$ cat src/vcts_pkg.sv
`default_nettype none
package vcts_pkg;

    // CRTC register file
    localparam int CRTC_REG_COUNT = 24;
    localparam int PTR_W          = 5;
    localparam int PTR_SPACE      = 2 ** PTR_W;

    // Stream widths
    localparam int S_TDATA_W = 24;
    localparam int S_TUSER_W = 2;
    localparam int M_TDATA_W = 56;
    localparam int M_TUSER_W = 1;

    // Item kinds
    localparam logic [1:0] OP_TICK  = 2'd0;
    localparam logic [1:0] OP_READ  = 2'd1;
    localparam logic [1:0] OP_WRITE = 2'd2;

    // I/O ports
    localparam logic [9:0] PORT_ATTR_IDX  = 10'h3C0;
    localparam logic [9:0] PORT_ATTR_DATA = 10'h3C1;
    localparam logic [9:0] PORT_MISC      = 10'h3C2;
    localparam logic [9:0] PORT_SEQ_IDX   = 10'h3C4;
    localparam logic [9:0] PORT_SEQ_DATA  = 10'h3C5;
    localparam logic [9:0] PORT_CRTC_IDX  = 10'h3D4;
    localparam logic [9:0] PORT_CRTC_DATA = 10'h3D5;
    localparam logic [9:0] PORT_STAT_MONO = 10'h3BA;
    localparam logic [9:0] PORT_STAT_COLR = 10'h3DA;

    // Register indexes
    localparam logic [4:0] ATTR_PLANE_EN  = 5'h12;
    localparam logic [3:0] SEQ_CLOCK_MODE = 4'h1;
    localparam logic [4:0] CR_H_TOTAL     = 5'd0;
    localparam logic [4:0] CR_H_DISP      = 5'd1;
    localparam logic [4:0] CR_V_TOTAL     = 5'd6;
    localparam logic [4:0] CR_OVERFLOW    = 5'd7;
    localparam logic [4:0] CR_MAX_SCAN    = 5'd9;
    localparam logic [4:0] CR_START_HI    = 5'd12;
    localparam logic [4:0] CR_START_LO    = 5'd13;
    localparam logic [4:0] CR_READ_HI     = 5'd17;
    localparam logic [4:0] CR_V_DISP_END  = 5'd18;
    localparam logic [4:0] CR_V_BLANK     = 5'd21;

    // Read constants
    localparam logic [3:0] SWITCHES    = 4'h7;
    localparam logic [7:0] STATUS_BASE = 8'hC0;
    localparam logic [7:0] RD_NONE     = 8'hFF;

    // Remainder unit
    localparam int DIV_W     = 9;
    localparam int DIV_CNT_W = $clog2(DIV_W);

    // Controller to datapath
    typedef struct packed {
        logic latch;
        logic exec;
        logic line_fix;
        logic load_out;
    } dp_cmd_t;

    // Datapath to controller
    typedef struct packed {
        logic line_end;
        logic div_done;
        logic out_free;
    } dp_stat_t;

endpackage
`default_nettype wire

$ cat src/vcts_mod_unit.sv
`default_nettype none
// Restoring remainder unit, one quotient bit per cycle
module vcts_mod_unit (
    input  wire logic                      aclk,
    input  wire logic                      aresetn,
    input  wire logic                      start,
    input  wire logic [vcts_pkg::DIV_W-1:0] dividend,
    input  wire logic [vcts_pkg::DIV_W-1:0] divisor,
    output logic                           done,
    output logic                           rem_zero
);
    import vcts_pkg::*;

    logic                 busy_reg;
    logic                 done_reg;
    logic [DIV_CNT_W-1:0] cnt_reg;
    logic [DIV_W-1:0]     dvd_reg;
    logic [DIV_W-1:0]     div_reg;
    logic [DIV_W-1:0]     rem_reg;
    logic [DIV_W:0]       trial;
    logic [DIV_W:0]       diff;
    logic                 fits;

    // One trial subtraction
    assign trial = {rem_reg, dvd_reg[DIV_W-1]};
    assign diff  = trial - {1'b0, div_reg};
    assign fits  = trial >= {1'b0, div_reg};

    // Control
    always_ff @(posedge aclk) begin
        if (!aresetn) begin
            busy_reg <= 1'b0;
            done_reg <= 1'b0;
            cnt_reg  <= '0;
        end else begin
            done_reg <= 1'b0;
            if (start) begin
                busy_reg <= 1'b1;
                cnt_reg  <= '0;
            end else if (busy_reg) begin
                cnt_reg <= cnt_reg + 1'b1;
                if (cnt_reg == DIV_CNT_W'(DIV_W - 1)) begin
                    busy_reg <= 1'b0;
                    done_reg <= 1'b1;
                end
            end
        end
    end

    // Datapath
    always_ff @(posedge aclk) begin
        if (start) begin
            dvd_reg <= dividend;
            div_reg <= divisor;
            rem_reg <= '0;
        end else if (busy_reg) begin
            dvd_reg <= {dvd_reg[DIV_W-2:0], 1'b0};
            rem_reg <= fits ? diff[DIV_W-1:0] : trial[DIV_W-1:0];
        end
    end

    assign done     = done_reg;
    assign rem_zero = (rem_reg == '0);

endmodule
`default_nettype wire

$ cat src/vcts_datapath.sv
`default_nettype none
// Register file, timing counters, read mux and result register
module vcts_datapath (
    input  wire logic                           aclk,
    input  wire logic                           aresetn,
    input  wire vcts_pkg::dp_cmd_t              cmd,
    output vcts_pkg::dp_stat_t                  stat,
    input  wire logic [vcts_pkg::S_TDATA_W-1:0] s_tdata,
    input  wire logic [vcts_pkg::S_TUSER_W-1:0] s_tuser,
    output logic                                m_tvalid,
    input  wire logic                           m_tready,
    output logic [vcts_pkg::M_TDATA_W-1:0]      m_tdata,
    output logic [vcts_pkg::M_TUSER_W-1:0]      m_tuser
);
    import vcts_pkg::*;

    // Latched item
    logic [1:0] op_reg;
    logic [9:0] port_reg;
    logic [7:0] wdata_reg;
    logic [3:0] pix_reg;

    // Block state
    logic [7:0]  file_reg [CRTC_REG_COUNT];
    logic [4:0]  crtc_ptr_reg;
    logic [4:0]  attr_ptr_reg;
    logic [7:0]  plane_en_reg;
    logic [7:0]  misc_reg;
    logic [3:0]  seq_ptr_reg;
    logic [3:0]  clock_mode_reg;
    logic [11:0] char_reg;
    logic [8:0]  scan_reg;
    logic [16:0] row_reg;
    logic [7:0]  frame_reg;
    logic        vblank_reg;
    logic        half_reg;

    // Per-item results
    logic [7:0]  rd_reg;
    logic        done_reg;
    logic [8:0]  num_reg;
    logic [11:0] width_reg;

    // Output register
    logic                 out_valid_reg;
    logic [M_TDATA_W-1:0] out_data_reg;
    logic                 out_user_reg;

    // Full pointer space; absent registers read as zero
    logic [7:0] creg_w [PTR_SPACE];
    for (genvar k = 0; k < PTR_SPACE; k++) begin : g_creg
        if (k < CRTC_REG_COUNT) begin : g_have
            assign creg_w[k] = file_reg[k];
        end else begin : g_none
            assign creg_w[k] = '0;
        end
    end

    // Timing values from the register file
    logic [8:0]  h_disp_p1;
    logic [11:0] h_disp;
    logic [11:0] line_clocks;
    logic [9:0]  v_disp;
    logic [8:0]  vbs;
    logic [8:0]  total_lines;
    logic [8:0]  char_height;
    logic [16:0] row_step;
    logic [16:0] row_reload;

    assign h_disp_p1   = {1'b0, creg_w[CR_H_DISP]} + 9'd1;
    assign h_disp      = {h_disp_p1, 3'b000};
    assign line_clocks = {({1'b0, creg_w[CR_H_TOTAL]} + 9'd2), 3'b000};
    assign v_disp      = {1'b0, creg_w[CR_OVERFLOW][1], creg_w[CR_V_DISP_END]} + 10'd1;
    assign vbs         = {creg_w[CR_OVERFLOW][3], creg_w[CR_V_BLANK]};
    assign total_lines = {creg_w[CR_OVERFLOW][0], creg_w[CR_V_TOTAL]};
    assign char_height = {1'b0, creg_w[CR_MAX_SCAN]} + 9'd1;
    assign row_step    = {7'd0, h_disp_p1, 1'b0};
    assign row_reload  = {creg_w[CR_START_HI], creg_w[CR_START_LO], 1'b0};

    // Tick decode
    logic        counted;
    logic [11:0] char_inc;
    logic [8:0]  scan_inc;
    logic        line_end;

    assign counted  = clock_mode_reg[3] ? half_reg : 1'b1;
    assign char_inc = char_reg + 12'd1;
    assign scan_inc = scan_reg + 9'd1;
    assign line_end = (op_reg == OP_TICK) && counted && (char_inc >= line_clocks);

    // Read mux
    logic       disp_en;
    logic [1:0] diag;
    logic [7:0] rd_w;

    assign disp_en = (char_reg < h_disp) && ({1'b0, scan_reg} < v_disp);

    always_comb begin
        case (plane_en_reg[5:4])
            2'd0:    diag = {pix_reg[2], pix_reg[0]};
            2'd1:    diag = {pix_reg[3], pix_reg[1]};
            2'd2:    diag = {pix_reg[3], pix_reg[3]};
            default: diag = 2'b00;
        endcase
    end

    always_comb begin
        rd_w = RD_NONE;
        if (port_reg == PORT_MISC) begin
            rd_w = {3'b000, SWITCHES[2'd3 - misc_reg[3:2]], 4'b0000};
        end else if (port_reg == PORT_CRTC_DATA) begin
            if (crtc_ptr_reg >= CR_START_HI && crtc_ptr_reg <= CR_READ_HI
                && {27'd0, crtc_ptr_reg} < CRTC_REG_COUNT) begin
                rd_w = creg_w[crtc_ptr_reg];
            end
        end else if (port_reg == PORT_STAT_MONO || port_reg == PORT_STAT_COLR) begin
            rd_w = STATUS_BASE | {2'b00, diag, vblank_reg, 2'b00, ~disp_en};
        end
    end

    // Row boundary test on the new scanline
    logic mod_done;
    logic rem_zero;

    vcts_mod_unit u_mod (
        .aclk     (aclk),
        .aresetn  (aresetn),
        .start    (cmd.exec && line_end),
        .dividend (scan_inc),
        .divisor  (char_height),
        .done     (mod_done),
        .rem_zero (rem_zero)
    );

    // Item latch and per-item results
    always_ff @(posedge aclk) begin
        if (cmd.latch) begin
            op_reg    <= s_tuser;
            port_reg  <= s_tdata[9:0];
            wdata_reg <= s_tdata[17:10];
            pix_reg   <= s_tdata[21:18];
        end
        if (cmd.exec) begin
            rd_reg    <= (op_reg == OP_READ) ? rd_w : RD_NONE;
            done_reg  <= 1'b0;
            num_reg   <= '0;
            width_reg <= '0;
            if (line_end && ({1'b0, scan_reg} < v_disp)) begin
                done_reg  <= 1'b1;
                num_reg   <= scan_reg;
                width_reg <= h_disp;
            end
        end
    end

    // Block state update
    always_ff @(posedge aclk) begin
        if (!aresetn) begin
            for (int k = 0; k < CRTC_REG_COUNT; k++) begin
                file_reg[k] <= '0;
            end
            crtc_ptr_reg   <= '0;
            attr_ptr_reg   <= '0;
            plane_en_reg   <= '0;
            misc_reg       <= '0;
            seq_ptr_reg    <= '0;
            clock_mode_reg <= '0;
            char_reg       <= '0;
            scan_reg       <= '0;
            row_reg        <= '0;
            frame_reg      <= '0;
            vblank_reg     <= 1'b0;
            half_reg       <= 1'b0;
        end else if (cmd.exec) begin
            case (op_reg)
                OP_TICK: begin
                    half_reg <= clock_mode_reg[3] ? ~half_reg : 1'b0;
                    if (counted) begin
                        if (line_end) begin
                            char_reg <= '0;
                            scan_reg <= scan_inc;
                        end else begin
                            char_reg <= char_inc;
                        end
                    end
                end
                OP_WRITE: begin
                    case (port_reg)
                        PORT_ATTR_IDX: attr_ptr_reg <= wdata_reg[4:0];
                        PORT_ATTR_DATA: begin
                            if (attr_ptr_reg == ATTR_PLANE_EN) plane_en_reg <= wdata_reg;
                        end
                        PORT_MISC:    misc_reg <= wdata_reg;
                        PORT_SEQ_IDX: seq_ptr_reg <= wdata_reg[3:0];
                        PORT_SEQ_DATA: begin
                            if (seq_ptr_reg == SEQ_CLOCK_MODE) clock_mode_reg <= wdata_reg[3:0];
                        end
                        PORT_CRTC_IDX: crtc_ptr_reg <= wdata_reg[4:0];
                        PORT_CRTC_DATA: begin
                            for (int k = 0; k < CRTC_REG_COUNT; k++) begin
                                if (crtc_ptr_reg == PTR_W'(k)) file_reg[k] <= wdata_reg;
                            end
                        end
                        default: ;
                    endcase
                end
                default: ;
            endcase
        end else if (cmd.line_fix) begin
            // Frame wrap, row step, vblank entry
            if (scan_reg >= total_lines) begin
                scan_reg   <= '0;
                frame_reg  <= frame_reg + 8'd1;
                row_reg    <= row_reload;
                vblank_reg <= 1'b0;
            end else begin
                if (rem_zero) row_reg <= row_reg + row_step;
                if (scan_reg >= vbs) vblank_reg <= 1'b1;
            end
        end
    end

    // Output register
    always_ff @(posedge aclk) begin
        if (!aresetn) begin
            out_valid_reg <= 1'b0;
        end else if (cmd.load_out) begin
            out_valid_reg <= 1'b1;
        end else if (m_tready) begin
            out_valid_reg <= 1'b0;
        end
    end

    always_ff @(posedge aclk) begin
        if (cmd.load_out) begin
            out_data_reg <= {1'b0, (scan_reg >= vbs), frame_reg, row_reg,
                             width_reg, num_reg, rd_reg};
            out_user_reg <= done_reg;
        end
    end

    assign m_tvalid = out_valid_reg;
    assign m_tdata  = out_data_reg;
    assign m_tuser  = out_user_reg;

    assign stat.line_end = line_end;
    assign stat.div_done = mod_done;
    assign stat.out_free = !out_valid_reg || m_tready;

endmodule
`default_nettype wire

$ cat src/vcts_ctrl.sv
`default_nettype none
// Item sequencer
module vcts_ctrl (
    input  wire logic               aclk,
    input  wire logic               aresetn,
    input  wire logic               s_tvalid,
    output logic                    s_tready,
    output vcts_pkg::dp_cmd_t       cmd,
    input  wire vcts_pkg::dp_stat_t stat
);
    import vcts_pkg::*;

    typedef enum logic [4:0] {
        ST_IDLE = 5'b00001,
        ST_EXEC = 5'b00010,
        ST_DIV  = 5'b00100,
        ST_LINE = 5'b01000,
        ST_OUT  = 5'b10000
    } state_t;

    state_t state_reg;
    state_t state_next;

    // Next state
    always_comb begin
        state_next = state_reg;
        case (state_reg)
            ST_IDLE: if (s_tvalid) state_next = ST_EXEC;
            ST_EXEC: state_next = stat.line_end ? ST_DIV : ST_OUT;
            ST_DIV:  if (stat.div_done) state_next = ST_LINE;
            ST_LINE: state_next = ST_OUT;
            ST_OUT:  if (stat.out_free) state_next = ST_IDLE;
            default: state_next = ST_IDLE;
        endcase
    end

    always_ff @(posedge aclk) begin
        if (!aresetn) begin
            state_reg <= ST_IDLE;
        end else begin
            state_reg <= state_next;
        end
    end

    // Commands
    assign s_tready     = (state_reg == ST_IDLE);
    assign cmd.latch    = (state_reg == ST_IDLE) && s_tvalid;
    assign cmd.exec     = (state_reg == ST_EXEC);
    assign cmd.line_fix = (state_reg == ST_LINE);
    assign cmd.load_out = (state_reg == ST_OUT) && stat.out_free;

endmodule
`default_nettype wire

$ cat src/video_crtc_timing_and_status_unit.sv
`default_nettype none
// Channel  Dir  Handshake            Content
// s_       in   s_tvalid/s_tready    tuser: operation; tdata: port, write byte, last pixel
// m_       out  m_tvalid/m_tready    tuser: line_done; tdata: read byte, line info, status
//
// Most items pass through accept, execute and load of the result register.
// A tick that ends a scanline also waits after execute while the remainder unit
// runs 9 bit steps and flags done, then does the row, frame and vblank update.
// Synchronous active-low reset clears the CRTC file, counters, pointers and FSM state.
// A result waits in the output register while the next item is accepted;
// a stalled m_ side holds the block only when a new result is ready.
module video_crtc_timing_and_status_unit (
    input  wire logic                           aclk,
    input  wire logic                           aresetn,
    input  wire logic                           s_tvalid,
    output logic                                s_tready,
    // [9:0] port_address, [17:10] write_data, [21:18] last_pixel
    input  wire logic [vcts_pkg::S_TDATA_W-1:0] s_tdata,
    // [1:0] operation
    input  wire logic [vcts_pkg::S_TUSER_W-1:0] s_tuser,
    output logic                                m_tvalid,
    input  wire logic                           m_tready,
    // [7:0] read_data, [16:8] line_number, [28:17] line_width,
    // [45:29] row_address, [53:46] frame_number, [54] in_vblank
    output logic [vcts_pkg::M_TDATA_W-1:0]      m_tdata,
    // [0] line_done
    output logic [vcts_pkg::M_TUSER_W-1:0]      m_tuser
);
    import vcts_pkg::*;

    dp_cmd_t  cmd;
    dp_stat_t stat;

    vcts_ctrl u_ctrl (
        .aclk     (aclk),
        .aresetn  (aresetn),
        .s_tvalid (s_tvalid),
        .s_tready (s_tready),
        .cmd      (cmd),
        .stat     (stat)
    );

    vcts_datapath u_dp (
        .aclk     (aclk),
        .aresetn  (aresetn),
        .cmd      (cmd),
        .stat     (stat),
        .s_tdata  (s_tdata),
        .s_tuser  (s_tuser),
        .m_tvalid (m_tvalid),
        .m_tready (m_tready),
        .m_tdata  (m_tdata),
        .m_tuser  (m_tuser)
    );

endmodule
`default_nettype wire

$ cat config.mk
export PLATFORM = sky130hd
export DESIGN_NAME = video_crtc_timing_and_status_unit
export DESIGN_NICKNAME = d
export VERILOG_FILES = /design/src/vcts_pkg.sv /design/src/vcts_mod_unit.sv /design/src/vcts_datapath.sv /design/src/vcts_ctrl.sv /design/src/video_crtc_timing_and_status_unit.sv
export SDC_FILE = /design/constraint.sdc
export NUM_CORES = 1
export LEC_CHECK = 0
export BUFFER_PORTS_ARGS = -buffer_cell sky130_fd_sc_hd__buf_2
export CORE_ASPECT_RATIO = 1.25
export CORE_MARGIN = 3
export CORE_UTILIZATION = 60
export DETAILED_ROUTE_END_ITERATION = 16
export PLACE_DENSITY_LB_ADDON = 0.2
export SLEW_MARGIN = 20
export SYNTH_ARGS = -nofsm -noshare
export SYNTH_HDL_FRONTEND = slang
export SYNTH_HIERARCHICAL = 1
export SYNTH_SLANG_ARGS = --single-unit
$ cat constraint.sdc
create_clock -name aclk -period 8.4 [get_ports aclk]
set_input_delay 2.1 -clock aclk [delete_from_list [all_inputs] [get_ports aclk]]
set_output_delay 2.1 -clock aclk [all_outputs]
set_load 0.01 [all_outputs]
Word-level counts from Yosys, hierarchy flattened --
Memories as Yosys holds them, arrays and structs flattened. Index checks and enable logic that the tools add are counted.
Storage, ports and cells: register bits after elaboration 225, latch bits 0, bits in writable memories 192, memory bits (read-only) 0, bits of input ports 30, output and inout port bits 59, word-level logic and storage cells 378, memories 1
Memories:
- u_dp.file_reg | words 24, bits a word 8, read ports 24, clocked after Yosys merged registers in 0, wr ports 24, line vcts_datapath.sv:24 | logic [7:0] file_reg [CRTC_REG_COUNT];
Operators by class: add/sub/neg operators 11, multipliers 0, divide/modulo/power cells 0, magnitude comparators 11, equal/unequal tests 50, shift operators 0, multiplexer cells 207, bitwise gates (word level) 30, reduce and logical (&&, ||, !) cells 37
Operators with widths (number):
- $mux 8 | 29
- $mux 1 | 157
- $eq 10x10->1 const B | 9
- $mux 9 | 9
- $eq 5x5->1 const B | 10
- $eq 5x4->1 const B | 9
- $bmux 8 s5 | 1
- $mux 17 | 2
- $reduce_and 3->1 | 9
- $eq 5x3->1 const B | 5
- $pmux 5 s5 | 1
- $or 1x1->1 | 24
- $mux 5 | 4
- $add 8x1->9 const B | 2
- $ge 9x9->1 | 2
- $add 17x10->17 | 1
- $eq 5x2->1 const B | 3
- $add 12x1->12 const B | 1
- $ge 12x12->1 | 1
- $lt 12x12->1 | 1
- $mux 12 | 1
- $reduce_bool 2->1 | 6
- $add 9x1->10 const B | 1
- $eq 5x1->1 const B | 2
- other kinds (35) | 56

Longest topological paths before layout --
Gate-level depths: netlist (run 1).
depth in word-level cells 8, gate-level depth with buffers 18, mapped depth without buffers 16

Cells and area by module --
The synthesis (run 1) kept the hierarchy.
Modules (own cells, without submodules):
- vcts_datapath | instances 1, cells an instance 1230, area each 15175.8 um^2, seq. area each 9028.7 um^2
- vcts_mod_unit | instances 1, cells an instance 168, area each 1830.5 um^2, seq. area each 840.8 um^2
- vcts_ctrl | instances 1, cells an instance 35, area each 297.8 um^2, seq. area each 100.1 um^2

Worst setup path after synthesis (run 1) --
Ideal clock, no wire load.
kind reg-to-reg, from register u_ctrl.state_reg[2], to register u_dp.u_mod.dvd_reg[5] (data pin), arrival 6.034 ns, path slack 2.104 ns, cell stages (with the launch flop) 8, period minus slack after synthesis 6.296 ns, cells stage by stage dfxtp_1 > nor2_1 > nor4b_1 > nand2_1 > nor2_2 > clkbuf_1 > clkbuf_1 > mux2_1
RTL lines:
- start: declaration | line vcts_ctrl.sv:21 | state_t state_reg;
- start signal: assignment | line vcts_ctrl.sv:41 | state_reg <= state_next;
- end signal: assignment | line vcts_mod_unit.sv:53 | dvd_reg <= dividend;
- end signal: assignment | line vcts_mod_unit.sv:57 | dvd_reg <= {dvd_reg[DIV_W-2:0], 1'b0};
- end: declaration | line vcts_mod_unit.sv:17 | logic [DIV_W-1:0] dvd_reg;

Worst setup path after layout (run 1) --
from register u_dp.char_reg[0], to register u_dp.u_mod.dvd_reg[6], enable pin
On the way: cells in the longest elaborated chain, start to end 5
Ends and longest elaborated chain:
- start: declaration | line vcts_datapath.sv:31 | logic [11:0] char_reg;
- start signal: assignment | line vcts_datapath.sv:183 | char_reg <= char_inc;
- $add 12x1->12 | line vcts_datapath.sv:87 | assign char_inc = char_reg + 12'd1;
- $ge 12x12->1 | line vcts_datapath.sv:89 | assign line_end = (op_reg == OP_TICK) && counted && (char_inc >= line_clocks);
- $logic_and 1x1->1 | line vcts_datapath.sv:89
- $logic_and 1x1->1 | line vcts_datapath.sv:128 | .start (cmd.exec && line_end),
- $reduce_bool 2->1 (no source line)
Every way passes these cells. A chain may end at the register's enable or synchronous reset.

==> results of run 1 <==
[per-layer routing]
layer  routed length (um)  global-route usage  vias up
met5                    0                   0        -
met4                 1362             0.09293        0
met3                 2836             0.03420       98
met2                18750              0.4159      461
met1                14750              0.3279     5584
li1                     -                   -     5402
[cell usage in the layout (no fill, tap or decap), types with 39 or more instances in the layout]
cell and count:
sky130_fd_sc_hd__buf_2 81, sky130_fd_sc_hd__clkbuf_16 39, sky130_fd_sc_hd__dfxtp_1 85, sky130_fd_sc_hd__edfxtp_1 274
sky130_fd_sc_hd__ha_1 70, sky130_fd_sc_hd__inv_1 68, sky130_fd_sc_hd__mux2i_1 51, sky130_fd_sc_hd__nand2_1 99
sky130_fd_sc_hd__nand3_1 47, sky130_fd_sc_hd__nor2_1 214
[per-stage QoR]
stage          utilization  area, sq um  setup slack [ns]  instances  total power, W
2_1_floorplan            -        17320             2.104       1437        0.002199
3_3_place_gp        0.6408        17940             4.106       1814        0.002261
3_5_place_dp        0.6408        17940             4.055       1814        0.002270
4_1_cts             0.6831        19120             4.311       1882        0.003854
5_1_grt             0.6832        19120             4.002       1883        0.003962
6_report            0.6832        19120             4.321       1883        0.003829
[logic make-up after synthesis]
logic type	synth area share
AO/OA/AOI/OAI	0.08026
multiplexers	0.08026
buffers and inverters	0.03500
flip-flops	0.5761
XOR/XNOR	0.02784
AND/OR/NAND/NOR	0.1474
other	0.0002167
adder cells (fa/ha/maj)	0.05293
[power by group through the flow]
| stage | clock network, W | registers [W] | logic [W] |
|---|---|---|---|
| detailed placement | 0 | 0.00205 | 0.000217 |
| CTS | 0.00162 | 0.00201 | 0.000218 |
| global route | 0.00170 | 0.00202 | 0.000240 |
| finish | 0.00160 | 0.00202 | 0.000218 |
| floorplan | 0 | 0.00204 | 0.000162 |
| global placement | 0 | 0.00205 | 0.000211 |
[critical path: cells and delay by family (launching register included)]
family / cells / cell delay (ns)
compound gates: 2 / 0.36
xor+xnor: 1 / 0.22
fa+ha+maj: 2 / 0.51
buf+inv: 3 / 0.75
flops: 1 / 0.39
simple gates: 8 / 1.49
[how the worst max path moves through the flow]
stage | from | end | slack, ns | depth (start not counted)
after floorplan | u_ctrl/state_reg[2]$_SDFFE_PN0P_ | u_dp/u_mod/dvd_reg[5]$_DFFE_PP_ | 2.10 | 7
after global placement | aresetn | u_dp/file_reg[2][36]$_DFFE_PP_ | 4.11 | 4
after detailed placement | aresetn | u_dp/file_reg[2][36]$_DFFE_PP_ | 4.06 | 4
after CTS | u_dp/char_reg[0]$_SDFFE_PN0P_ | u_dp/u_mod/dvd_reg[4]$_DFFE_PP_ | 4.31 | 16
after global routing | u_dp/char_reg[0]$_SDFFE_PN0P_ | u_dp/u_mod/dvd_reg[6]$_DFFE_PP_ | 4.00 | 16
final | u_dp/char_reg[0]$_SDFFE_PN0P_ | u_dp/u_mod/dvd_reg[6]$_DFFE_PP_ | 4.32 | 16
[final cells by class]
cell class / count / share of cell area
clock inverters: 19 / 0.008374
well taps: 350 / 0.02290
multi-input cells: 939 / 0.3536
inverters: 70 / 0.01374
clock buffers: 49 / 0.05352
diodes: 1 / 0.0001308
flip-flops and latches: 361 / 0.5214
repair buffers: 94 / 0.02630
==> impl_summary.log, run 1 <==
[metrics] instance count along the most critical hold path: 0
[metrics] Synth Warn #: 6
[metrics] Avg Synthesized Cell Area: 12.08 sq um
[metrics] portion of total power attributed to the clock network: 0.417
[metrics] Post-layout nets: 1605
[metrics] Die W: 157.9 um
[metrics] worst supply voltage drop on vdd: 0.0001985 V
[metrics] clk_skew: 0.01329 ns
[metrics] initial antenna violation count: 1
[metrics] post-detailed-route DRC marker count: 0
[metrics] clock latency on the worst-skew pair: 0.53 ns
[metrics] area enclosed by the die boundary: 30930 sq um
[metrics] drt total wl: 37700 um
[metrics] # Post-CTS Setup Buffers: 0
[metrics] worst slew slack as a fraction of its limit: 0.2441
[metrics] list of cells traversed by the critical path: ha_1 -> and3_1 -> nand3_1 -> nor2_1 -> nand3_1 -> xnor2_1 -> ha_1 -> and4_1 -> nand2_1 -> a21oi_2 -> a2111oi_4 -> buf_4 -> nor2_2 -> buf_4 -> inv_2 -> nand2_1
[metrics] iteration count of the initial detailed-routing pass: 5
[metrics] RSZ-0062 raised after global routing: false
[metrics] predominant post-synthesis flop cell: sky130_fd_sc_hd__edfxtp_1
[metrics] portion of total power attributed to combinational logic: 0.057
[metrics] largest area contributor in the netlist: sky130_fd_sc_hd__edfxtp_1
[metrics] post-route ant nets: 0
[metrics] clock input transition at the sequential cells of the worst setup and hold paths: 0.06 ns
[metrics] first-pass GRT wire length: 60080 um
[metrics] clock tree from TritonCTS: done
[metrics] depth of the most critical reg-to-reg path: 16
[metrics] switching component of the power: 0.0008507 W
[metrics] Post-synth EDFFs: 274
[metrics] transition time at the pin with the least slew margin: 1.134 ns
[metrics] portion of the clock cycle consumed by the worst path in the final layout: 0.4856
[metrics] final hold violation count: 0
[metrics] setup total negative slack: 0 ns
[metrics] routed via count divided by cell count: 6.131
[metrics] capturing element type of the critical path: flip-flop
[metrics] r2r endpoint: u_dp/u_mod/dvd_reg[6]$_DFFE_PP_
[metrics] gr ovfl total: 0
[metrics] number of global-route vias before repair: 11360
[metrics] Mapped Area: 17300 sq um
[metrics] run status: finished, final reports clean
[metrics] total CTS buffers: 37
[metrics] Routability Congestion: 0.8609
[metrics] initial core utilization: 0.6182
[metrics] Leakage: 7.265 nW
[metrics] number of levels the H-tree was split into: 2
[metrics] CP max stage delay: 0.39 ns
[metrics] die height: 195.9 um
[metrics] total of cells resized after clock tree synthesis: 0
[metrics] peak fanout along the critical path: 31
[metrics] sequential-to-total area share from yosys stat: 0.5761
[metrics] total of buffers placed on input and output ports: 81
[metrics] layout overhead on the synthesized area: 10.52%
[metrics] portion of synthesized cell area occupied by the leading cell type: 0.4755
[metrics] hold wc startpoint: u_dp/rd_reg[7]$_SDFFCE_PP1P_
[metrics] 1st-iter DRT viols: 952
[metrics] top cells by area in the synthesized netlist: sky130_fd_sc_hd__edfxtp_1, sky130_fd_sc_hd__dfxtp_1, sky130_fd_sc_hd__ha_1, sky130_fd_sc_hd__nor2_1, sky130_fd_sc_hd__mux4_2
[metrics] slowest stage cell, crit path: sky130_fd_sc_hd__dfxtp_1
[metrics] critical path launch point type: flip-flop
[metrics] internal power: 0.002978 W
[metrics] top achievable clock speed: 245.2 MHz
[metrics] Cell Rows: 68
[metrics] Root Buffer: sky130_fd_sc_hd__clkbuf_16
[metrics] cell types with the highest counts after synthesis: sky130_fd_sc_hd__edfxtp_1, sky130_fd_sc_hd__nor2_1, sky130_fd_sc_hd__nand2_1
[metrics] Max Buffers Root-to-Sink: 3
[metrics] total of hold buffers inserted after clock tree synthesis: 0
[metrics] combined global-route utilization of all metal layers: 0.2474
[metrics] total area of multi-input combinational cells: 6763 sq um
[metrics] worst min path class: flip-flop to flip-flop
[metrics] internal reg-to-reg setup slack: 4.32 ns
[metrics] register bit count reported by yosys: 361
[metrics] Maximum Capacitance Violations: 0
[metrics] share of flip-flops with an asynchronous set or reset: 0
[metrics] number of instances in the synthesized netlist: 1433
[metrics] number of inserted filler cells in the final layout: 1973
[metrics] arrival time reported for the critical path endpoint: 4.27 ns
[metrics] share of power burned in registers: 0.526
[metrics] Seq. cell area: 9972 sq um
[metrics] vias: 11550
[metrics] end of the worst hold path: u_dp/m_tdata[7]$_DFFE_PP_
[metrics] count of cell types in the netlist: 93
[metrics] launching point of the worst reg2reg path: u_dp/char_reg[0]$_SDFFE_PN0P_
[metrics] most instantiated library cell after synthesis: sky130_fd_sc_hd__edfxtp_1
[metrics] # IOs: 89
[metrics] max-slew violation total from the final report: 0
[metrics] Required @ worst endpoint: 8.59 ns
[metrics] net switching share of the total power: 0.2222
[metrics] critical setup path kind: flip-flop to flip-flop
[metrics] power density over the cells: 200.2 nW/um^2
[metrics] pin count of the biggest net entering global routing: 54
[metrics] Worst Hold Margin: 0.4141 ns
[metrics] post-layout minimum cycle time: 4.079 ns
[metrics] sinks on the clock net: 361
[metrics] standard cell core area: 27990 sq um
[metrics] count of endpoints failing setup in the final report: 0
[metrics] half-perimeter wire length of the detailed placement result: 26170 um
[metrics] Largest register FFs: 153
[metrics] fraction of final layout cells sized beyond drive strength 1: 0.1573
[metrics] post-DR wirelength/cell: 20.02 um
Power figures use the tool's default switching activity.
==> run 2: changes to the inputs <==
--- a/config.mk
+++ b/config.mk
@@ -8,7 +8,7 @@
 export BUFFER_PORTS_ARGS = -buffer_cell sky130_fd_sc_hd__buf_2
 export CORE_ASPECT_RATIO = 1.25
 export CORE_MARGIN = 3
-export CORE_UTILIZATION = 60
+export CORE_UTILIZATION = 55
 export DETAILED_ROUTE_END_ITERATION = 16
 export PLACE_DENSITY_LB_ADDON = 0.2
 export SLEW_MARGIN = 20
==> constraint.sdc (replaced) <==
create_clock -name aclk -period 3.46 [get_ports aclk]
set_input_delay 0.865 -clock aclk [delete_from_list [all_inputs] [get_ports aclk]]
set_output_delay 0.865 -clock aclk [all_outputs]
set_load 0.01 [all_outputs]
==> run 2 against run 1 <==
Routed wire length rose by 3.5%. Die area grew 8.8%. Critical path depth did not move.
==> impl_summary.log, run 2 (synthesized netlist as in run 1, its figures left out) <==
[metrics] routed via count divided by cell count: 5.838
[metrics] top achievable clock speed: 306.2 MHz
[metrics] list of cells traversed by the critical path: and4_4 -> and4_4 -> and3_4 -> nand3_1 -> nand2_1 -> nand2_1 -> ha_1 -> and4_4 -> nand2_1 -> a21oi_2 -> a2111oi_4 -> buf_4 -> buf_4 -> or3b_1 -> buf_4 -> nor2_1
[metrics] portion of the clock cycle consumed by the worst path in the final layout: 0.9440
[metrics] drt total wl: 39030 um
[metrics] 1st-iter DRT viols: 926
[metrics] area enclosed by the die boundary: 33640 sq um
[metrics] total met3 wirelength after detailed routing: 2206 um
[metrics] Root Buffer: sky130_fd_sc_hd__clkbuf_16
[metrics] final hold violation count: 0
[metrics] run status: finished, final reports clean
[metrics] Largest register FFs: 153
[metrics] r2r endpoint: u_dp/width_reg[6]$_SDFFCE_PN0P_
[metrics] top sig layer: met4
[metrics] initial antenna violation count: 0
[metrics] critical setup path kind: flip-flop to flip-flop
[metrics] Max Buffers Root-to-Sink: 3
[metrics] Worst Hold Margin: 0.4163 ns
[metrics] count of placed standard cells including taps: 1907
[metrics] Cell Rows: 72
[metrics] clk_skew: 0.01954 ns
[metrics] initial core utilization: 0.5584
[metrics] CP max stage delay: 0.40 ns
[metrics] count of endpoints failing setup in the final report: 0
[metrics] Maximum Capacitance Violations: 0
[metrics] worst supply voltage drop on vdd: 0.0004827 V
[metrics] number of global-route vias before repair: 11480
[metrics] most frequent cells in the layout: sky130_fd_sc_hd__edfxtp_1, sky130_fd_sc_hd__nor2_1, sky130_fd_sc_hd__nand2_1
[metrics] number of levels the H-tree was split into: 2
[metrics] depth of the critical timing path with buffers and inverters included: 16
[metrics] layout overhead on the synthesized area: 13.45%
[metrics] post-detailed-route DRC marker count: 0
[metrics] crit path launch: u_dp/char_reg[2]$_SDFFE_PN0P_
[metrics] number of inserted filler cells in the final layout: 2451
[metrics] Routed met2 length: 19570 um
[metrics] Post-layout nets: 1651
[metrics] end-of-flow core utilization: 0.6335
[metrics] standard cell core area: 30990 sq um
[metrics] depth of the most critical reg-to-reg path: 16
[metrics] instance count along the most critical hold path: 0
[metrics] setup total negative slack: 0 ns
[metrics] Routability Congestion: 0.8718
[metrics] met1 wire length: 16000 um
[metrics] max-slew violation total from the final report: 0
[metrics] clock tree from TritonCTS: done
[metrics] die height: 204.3 um
[metrics] worst slew slack as a fraction of its limit: 0.2318
[metrics] half-perimeter wire length of the detailed placement result: 27810 um
[metrics] pre-CTS setup slack: 0.07559 ns
[metrics] gr ovfl total: 0
[metrics] Leakage: 7.492 nW
[metrics] post-layout minimum cycle time: 3.266 ns
[metrics] worst min path class: flip-flop to flip-flop
[metrics] first-pass GRT wire length: 61070 um
[metrics] sinks on the clock net: 361
[metrics] commonest non-fill, non-tap cell in the layout: sky130_fd_sc_hd__edfxtp_1
[metrics] pin count of the biggest net entering global routing: 50
[metrics] iteration count of the initial detailed-routing pass: 7
[metrics] post-DR wirelength/cell: 19.66 um
[metrics] Final Non-Filler Cells: 1985
[metrics] slowest stage cell, crit path: sky130_fd_sc_hd__or3b_1
[metrics] capturing element type of the critical path: flip-flop
[metrics] transition time at the pin with the least slew margin: 1.152 ns
[metrics] arrival time reported for the critical path endpoint: 3.65 ns
[metrics] # IOs: 89
[metrics] sum of buffers and inverters on the critical path: 3
[metrics] vias: 11590
[metrics] critical path launch point type: flip-flop
[metrics] Die W: 164.7 um
[metrics] clock input transition at the sequential cells of the worst setup and hold paths: 0.06 ns
[metrics] internal reg-to-reg setup slack: 0.19 ns
[metrics] RSZ-0062 raised after global routing: false
[metrics] Required @ worst endpoint: 3.85 ns
[metrics] Worst Setup Slack, final: 0.1939 ns
[metrics] total CTS buffers: 37
[metrics] power density over the cells: 475.9 nW/um^2
[metrics] launching point of the worst reg2reg path: u_dp/char_reg[2]$_SDFFE_PN0P_
[metrics] post-route ant nets: 0
[metrics] fraction of final layout cells sized beyond drive strength 1: 0.1888
[metrics] capturing instance or port of the critical path: u_dp/width_reg[6]$_SDFFCE_PN0P_
[metrics] combined global-route utilization of all metal layers: 0.2346
[metrics] total of buffers placed on input and output ports: 81
[metrics] peak fanout along the critical path: 10
[metrics] antenna fix cells: 0
[metrics] clock latency on the worst-skew pair: 0.54 ns
[metrics] CP top delay family: simple AND/OR/NAND/NOR gates
==> run 2: changes by cell type in the layout (fill, tap and decap cells not counted), moves of 3 or more <==
cell	change
sky130_fd_sc_hd__and4_1	-3
sky130_fd_sc_hd__buf_4	+44
sky130_fd_sc_hd__and4_4	+3
sky130_fd_sc_hd__dfxtp_1	-4
==> run 2: through the flow <==
stage / cell area [sq um] / power (W)
2_1_floorplan: 17350 / 0.005340
3_3_place_gp: 18330 / 0.005506
3_5_place_dp: 18330 / 0.005528
4_1_cts: 19510 / 0.009429
5_1_grt: 19630 / 0.009663
6_report: 19630 / 0.009343
==> run 2: worst register-to-register path, cell delays in order, from the launching register on <==
cell	delay, ns
sky130_fd_sc_hd__dfxtp_4	0.38
sky130_fd_sc_hd__and4_4	0.25
sky130_fd_sc_hd__and4_4	0.24
sky130_fd_sc_hd__and3_4	0.20
sky130_fd_sc_hd__nand3_1	0.10
sky130_fd_sc_hd__nand2_1	0.09
sky130_fd_sc_hd__nand2_1	0.05
sky130_fd_sc_hd__ha_1	0.29
sky130_fd_sc_hd__and4_4	0.23
sky130_fd_sc_hd__nand2_1	0.07
sky130_fd_sc_hd__a21oi_2	0.15
sky130_fd_sc_hd__a2111oi_4	0.06
sky130_fd_sc_hd__buf_4	0.17
sky130_fd_sc_hd__buf_4	0.15
sky130_fd_sc_hd__or3b_1	0.40
sky130_fd_sc_hd__buf_4	0.19
sky130_fd_sc_hd__nor2_1	0.11
==> run 2: worst min path at each step <==
stage | endpoint | startpoint
floorplan | u_dp/m_tdata[0]$_DFFE_PP_ | u_dp/rd_reg[0]$_SDFFCE_PP1P_
global placement | u_dp/m_tdata[26]$_DFFE_PP_ | u_dp/width_reg[9]$_SDFFCE_PN0P_
detailed placement | u_dp/m_tdata[22]$_DFFE_PP_ | u_dp/width_reg[5]$_SDFFCE_PN0P_
CTS | u_dp/m_tdata[8]$_DFFE_PP_ | u_dp/num_reg[0]$_SDFFCE_PN0P_
global route | u_dp/m_tuser$_DFFE_PP_ | u_dp/done_reg$_DFFE_PP_
finish | u_dp/m_tdata[22]$_DFFE_PP_ | u_dp/width_reg[5]$_SDFFCE_PN0P_
==> run 2: routing by layer <==
metal	vias to the layer above	GRT usage
met5	-	0
met4	0	0.08481
met1	5663	0.3071
li1	5497	-
met3	76	0.03243
met2	353	0.3994
==> run 2: cell type report <==
type	instances	area, sq um	share of cell area
sequential	361	9982	0.5085
multi-input combinational	939	6819	0.3474
clock buffer	50	1017	0.05182
timing repair buffer	140	873.3	0.04449
tap	407	509.2	0.02594
inverter	70	262.8	0.01338
clock inverter	18	167.7	0.008540
==> run 2: where the power goes <==
group          internal [W]  switching, W  leakage (nW)
registers           0.00479      0.000104          3.41
clock network       0.00230       0.00161         0.578
logic              0.000203      0.000344          3.50
==> run 2: timing repair <==
action,CTS,global route
setup buffers,0,10
endpoints found under the setup margin,0,65
gates resized for setup,0,14
hold buffers,0,0
==> run 3: changes to the inputs <==
--- a/config.mk
+++ b/config.mk
@@ -5,11 +5,11 @@
 export SDC_FILE = /design/constraint.sdc
 export NUM_CORES = 1
 export LEC_CHECK = 0
-export BUFFER_PORTS_ARGS = -buffer_cell sky130_fd_sc_hd__buf_2
 export CORE_ASPECT_RATIO = 1.25
-export CORE_MARGIN = 3
-export CORE_UTILIZATION = 55
+export CORE_MARGIN = 8
+export CORE_UTILIZATION = 57
 export DETAILED_ROUTE_END_ITERATION = 16
+export DONT_BUFFER_PORTS = 1
 export PLACE_DENSITY_LB_ADDON = 0.2
 export SLEW_MARGIN = 20
 export SYNTH_ARGS = -nofsm -noshare
==> run 3 against run 2 <==
Worst setup slack lost 0.13 ns. Count of clock-buffer cells in the layout down 5. Via count decreased by 1.1%. Critical path type unchanged. Largest power group unchanged. Highest routed layer unchanged.
==> impl_summary.log, run 3 (synthesized netlist as in run 1, its figures left out) <==
[metrics] fraction of final layout cells sized beyond drive strength 1: 0.1476
[metrics] clock latency on the worst-skew pair: 0.55 ns
[metrics] combined global-route utilization of all metal layers: 0.2221
[metrics] met3 usage in global routing: 0.03366
[metrics] total of buffers placed on input and output ports: 0
[metrics] critical setup path kind: flip-flop to flip-flop
[metrics] list of cells traversed by the critical path: and4_4 -> and4_4 -> and3_4 -> nand3_1 -> nand2_1 -> nand2_1 -> ha_1 -> and4_4 -> nand2_1 -> a21oi_2 -> a2111oi_4 -> buf_4 -> buf_12 -> nor2_4 -> buf_4 -> mux2_2
[metrics] Largest register FFs: 153
[metrics] post-route ant nets: 0
[metrics] # IOs: 89
[metrics] iteration count of the initial detailed-routing pass: 5
[metrics] GR peak layer: met2
[metrics] Cell Rows: 71
[metrics] met1 layer usage reported by global route: 0.2829
[metrics] initial antenna violation count: 0
[metrics] instance count along the most critical hold path: 0
[metrics] CP top delay family: simple AND/OR/NAND/NOR gates
[metrics] portion of the clock cycle consumed by the worst path in the final layout: 0.9810
[metrics] count of endpoints failing setup in the final report: 0
[metrics] Maximum Capacitance Violations: 0
[metrics] routed via count divided by cell count: 6.036
[metrics] post-layout minimum cycle time: 3.394 ns
[metrics] worst supply voltage drop on vdd: 0.0004113 V
[metrics] drt total wl: 40210 um
[metrics] clk_skew: 0.02475 ns
[metrics] post-DR wirelength/cell: 21.18 um
[metrics] depth of the critical timing path with buffers and inverters included: 16
[metrics] Post-layout nets: 1571
[metrics] end-of-flow core utilization: 0.6431
[metrics] first-pass GRT wire length: 62160 um
[metrics] count of placed standard cells including taps: 1822
[metrics] Max Buffers Root-to-Sink: 3
[metrics] share of power burned in registers: 0.516
[metrics] number of inserted filler cells in the final layout: 2363
[metrics] number of global-route vias before repair: 11290
[metrics] portion of total power attributed to the clock network: 0.429
[metrics] vias: 11460
[metrics] post-detailed-route DRC marker count: 0
[metrics] worst min path class: input pin to flip-flop
[metrics] critical path launch point type: flip-flop
[metrics] Seq. cell area: 9981 sq um
[metrics] final hold violation count: 0
[metrics] most frequent cells in the layout: sky130_fd_sc_hd__edfxtp_1, sky130_fd_sc_hd__nor2_1, sky130_fd_sc_hd__nand2_1
[metrics] peak fanout along the critical path: 8
[metrics] die height: 210.8 um
[metrics] number of levels the H-tree was split into: 2
[metrics] slowest stage cell, crit path: sky130_fd_sc_hd__dfxtp_2
[metrics] internal power: 0.007383 W
[metrics] total CTS buffers: 37
[metrics] clock input transition at the sequential cells of the worst setup and hold paths: 0.07 ns
[metrics] gr ovfl total: 0
[metrics] half-perimeter wire length of the detailed placement result: 28090 um
[metrics] depth of the most critical reg-to-reg path: 16
[metrics] layout overhead on the synthesized area: 11.59%
[metrics] top achievable clock speed: 294.6 MHz
[metrics] commonest non-fill, non-tap cell in the layout: sky130_fd_sc_hd__edfxtp_1
[metrics] capturing element type of the critical path: flip-flop
[metrics] area enclosed by the die boundary: 36220 sq um
[metrics] clock tree from TritonCTS: done
[metrics] Routability Congestion: 0.8888
[metrics] standard cell core area: 30030 sq um
[metrics] switching component of the power: 0.002097 W
[metrics] portion of total power attributed to combinational logic: 0.055
[metrics] run status: finished, final reports clean
[metrics] 1st-iter DRT viols: 966
[metrics] Final Non-Filler Cells: 1898
[metrics] sum of buffers and inverters on the critical path: 3
[metrics] worst slew slack as a fraction of its limit: 0.4221
[metrics] CP max stage delay: 0.38 ns
[metrics] pin count of the biggest net entering global routing: 67
[metrics] Root Buffer: sky130_fd_sc_hd__clkbuf_16
[metrics] net switching share of the total power: 0.2212
[metrics] max-slew violation total from the final report: 0
[metrics] power density over the cells: 490.9 nW/um^2
[metrics] Required @ worst endpoint: 3.74 ns
[metrics] arrival time reported for the critical path endpoint: 3.67 ns
[metrics] total area of multi-input combinational cells: 6839 sq um
[metrics] sinks on the clock net: 361
[metrics] antenna fix cells: 0
[metrics] Die W: 171.8 um
[metrics] initial core utilization: 0.5763
[metrics] Leakage: 7.206 nW
[metrics] PnR Total Power: 0.009480 W
[metrics] met2 global-route usage: 0.3801
[metrics] transition time at the pin with the least slew margin: 0.8647 ns
## run 3: power by group through the flow
stage / clock network, W / registers, W / logic, W
after floorplan: 0 / 0.00495 / 0.000394
after global placement: 0 / 0.00498 / 0.000495
after detailed placement: 0 / 0.00499 / 0.000511
after CTS: 0.00414 / 0.00490 / 0.000515
after global routing: 0.00430 / 0.00491 / 0.000564
final: 0.00407 / 0.00490 / 0.000518
## run 3: per-layer routing
metal  vias up  part of all wire
met1      5685              0.41
met3        76             0.053
li1       5333                 -
met4         0             0.028
met5         -                 0
met2       362              0.51
## run 3: per-stage QoR
stage	setup WS [ns]	cell area, sq um	TNS [ns]	hold WS, ns
after floorplan	-0.00008904	17350	-0.001425	0.4003
after global placement	0.08793	17930	0	0.4014
after detailed placement	0.008495	17930	0	0.4070
after CTS	0.02455	19190	0	0.3892
after global routing	-0.04325	19310	-0.2377	0.3931
final	0.06561	19310	0	0.4144
## run 3: what timing repair did
action | CTS | global route
hold buffers | 0 | 0
setup endpoints to repair | 1 | 58
gates resized for setup | 0 | 17
buffers inserted | 1 | 7
endpoints found under the hold margin | 0 | 0
pin swaps | 1 | 5
## run 3: path summary, 6_finish.rpt
| path | start | end | slack (ns) |
|---|---|---|---|
| hold / removal | s_tdata[8] | u_dp/port_reg[8]$_DFFE_PP_ | 0.41 |
| hold reg to reg | u_dp/rd_reg[4]$_SDFFCE_PP1P_ | u_dp/m_tdata[4]$_DFFE_PP_ | 0.42 |
| setup / recovery | u_dp/char_reg[3]$_SDFFE_PN0P_ | u_dp/u_mod/dvd_reg[8]$_DFFE_PP_ | 0.07 |
| setup reg to reg | u_dp/char_reg[3]$_SDFFE_PN0P_ | u_dp/u_mod/dvd_reg[8]$_DFFE_PP_ | 0.07 |
## run 3: worst register-to-register path, cell delays in order, from the launching register on
cell and delay (ns):
sky130_fd_sc_hd__dfxtp_2 0.38, sky130_fd_sc_hd__and4_4 0.25, sky130_fd_sc_hd__and4_4 0.25, sky130_fd_sc_hd__and3_4 0.20
sky130_fd_sc_hd__nand3_1 0.09, sky130_fd_sc_hd__nand2_1 0.09, sky130_fd_sc_hd__nand2_1 0.05, sky130_fd_sc_hd__ha_1 0.30
sky130_fd_sc_hd__and4_4 0.23, sky130_fd_sc_hd__nand2_1 0.07, sky130_fd_sc_hd__a21oi_2 0.15, sky130_fd_sc_hd__a2111oi_4 0.08
sky130_fd_sc_hd__buf_4 0.16, sky130_fd_sc_hd__buf_12 0.12, sky130_fd_sc_hd__nor2_4 0.22, sky130_fd_sc_hd__buf_4 0.18
sky130_fd_sc_hd__mux2_2 0.32
## run 3: layout make-up
cell class / count / area share
sequential: 361 / 0.5169
multi-input combinational: 939 / 0.3542
clock buffer: 45 / 0.05061
tap: 401 / 0.02598
timing repair buffer: 60 / 0.02527
inverter: 70 / 0.01361
clock inverter: 22 / 0.01348
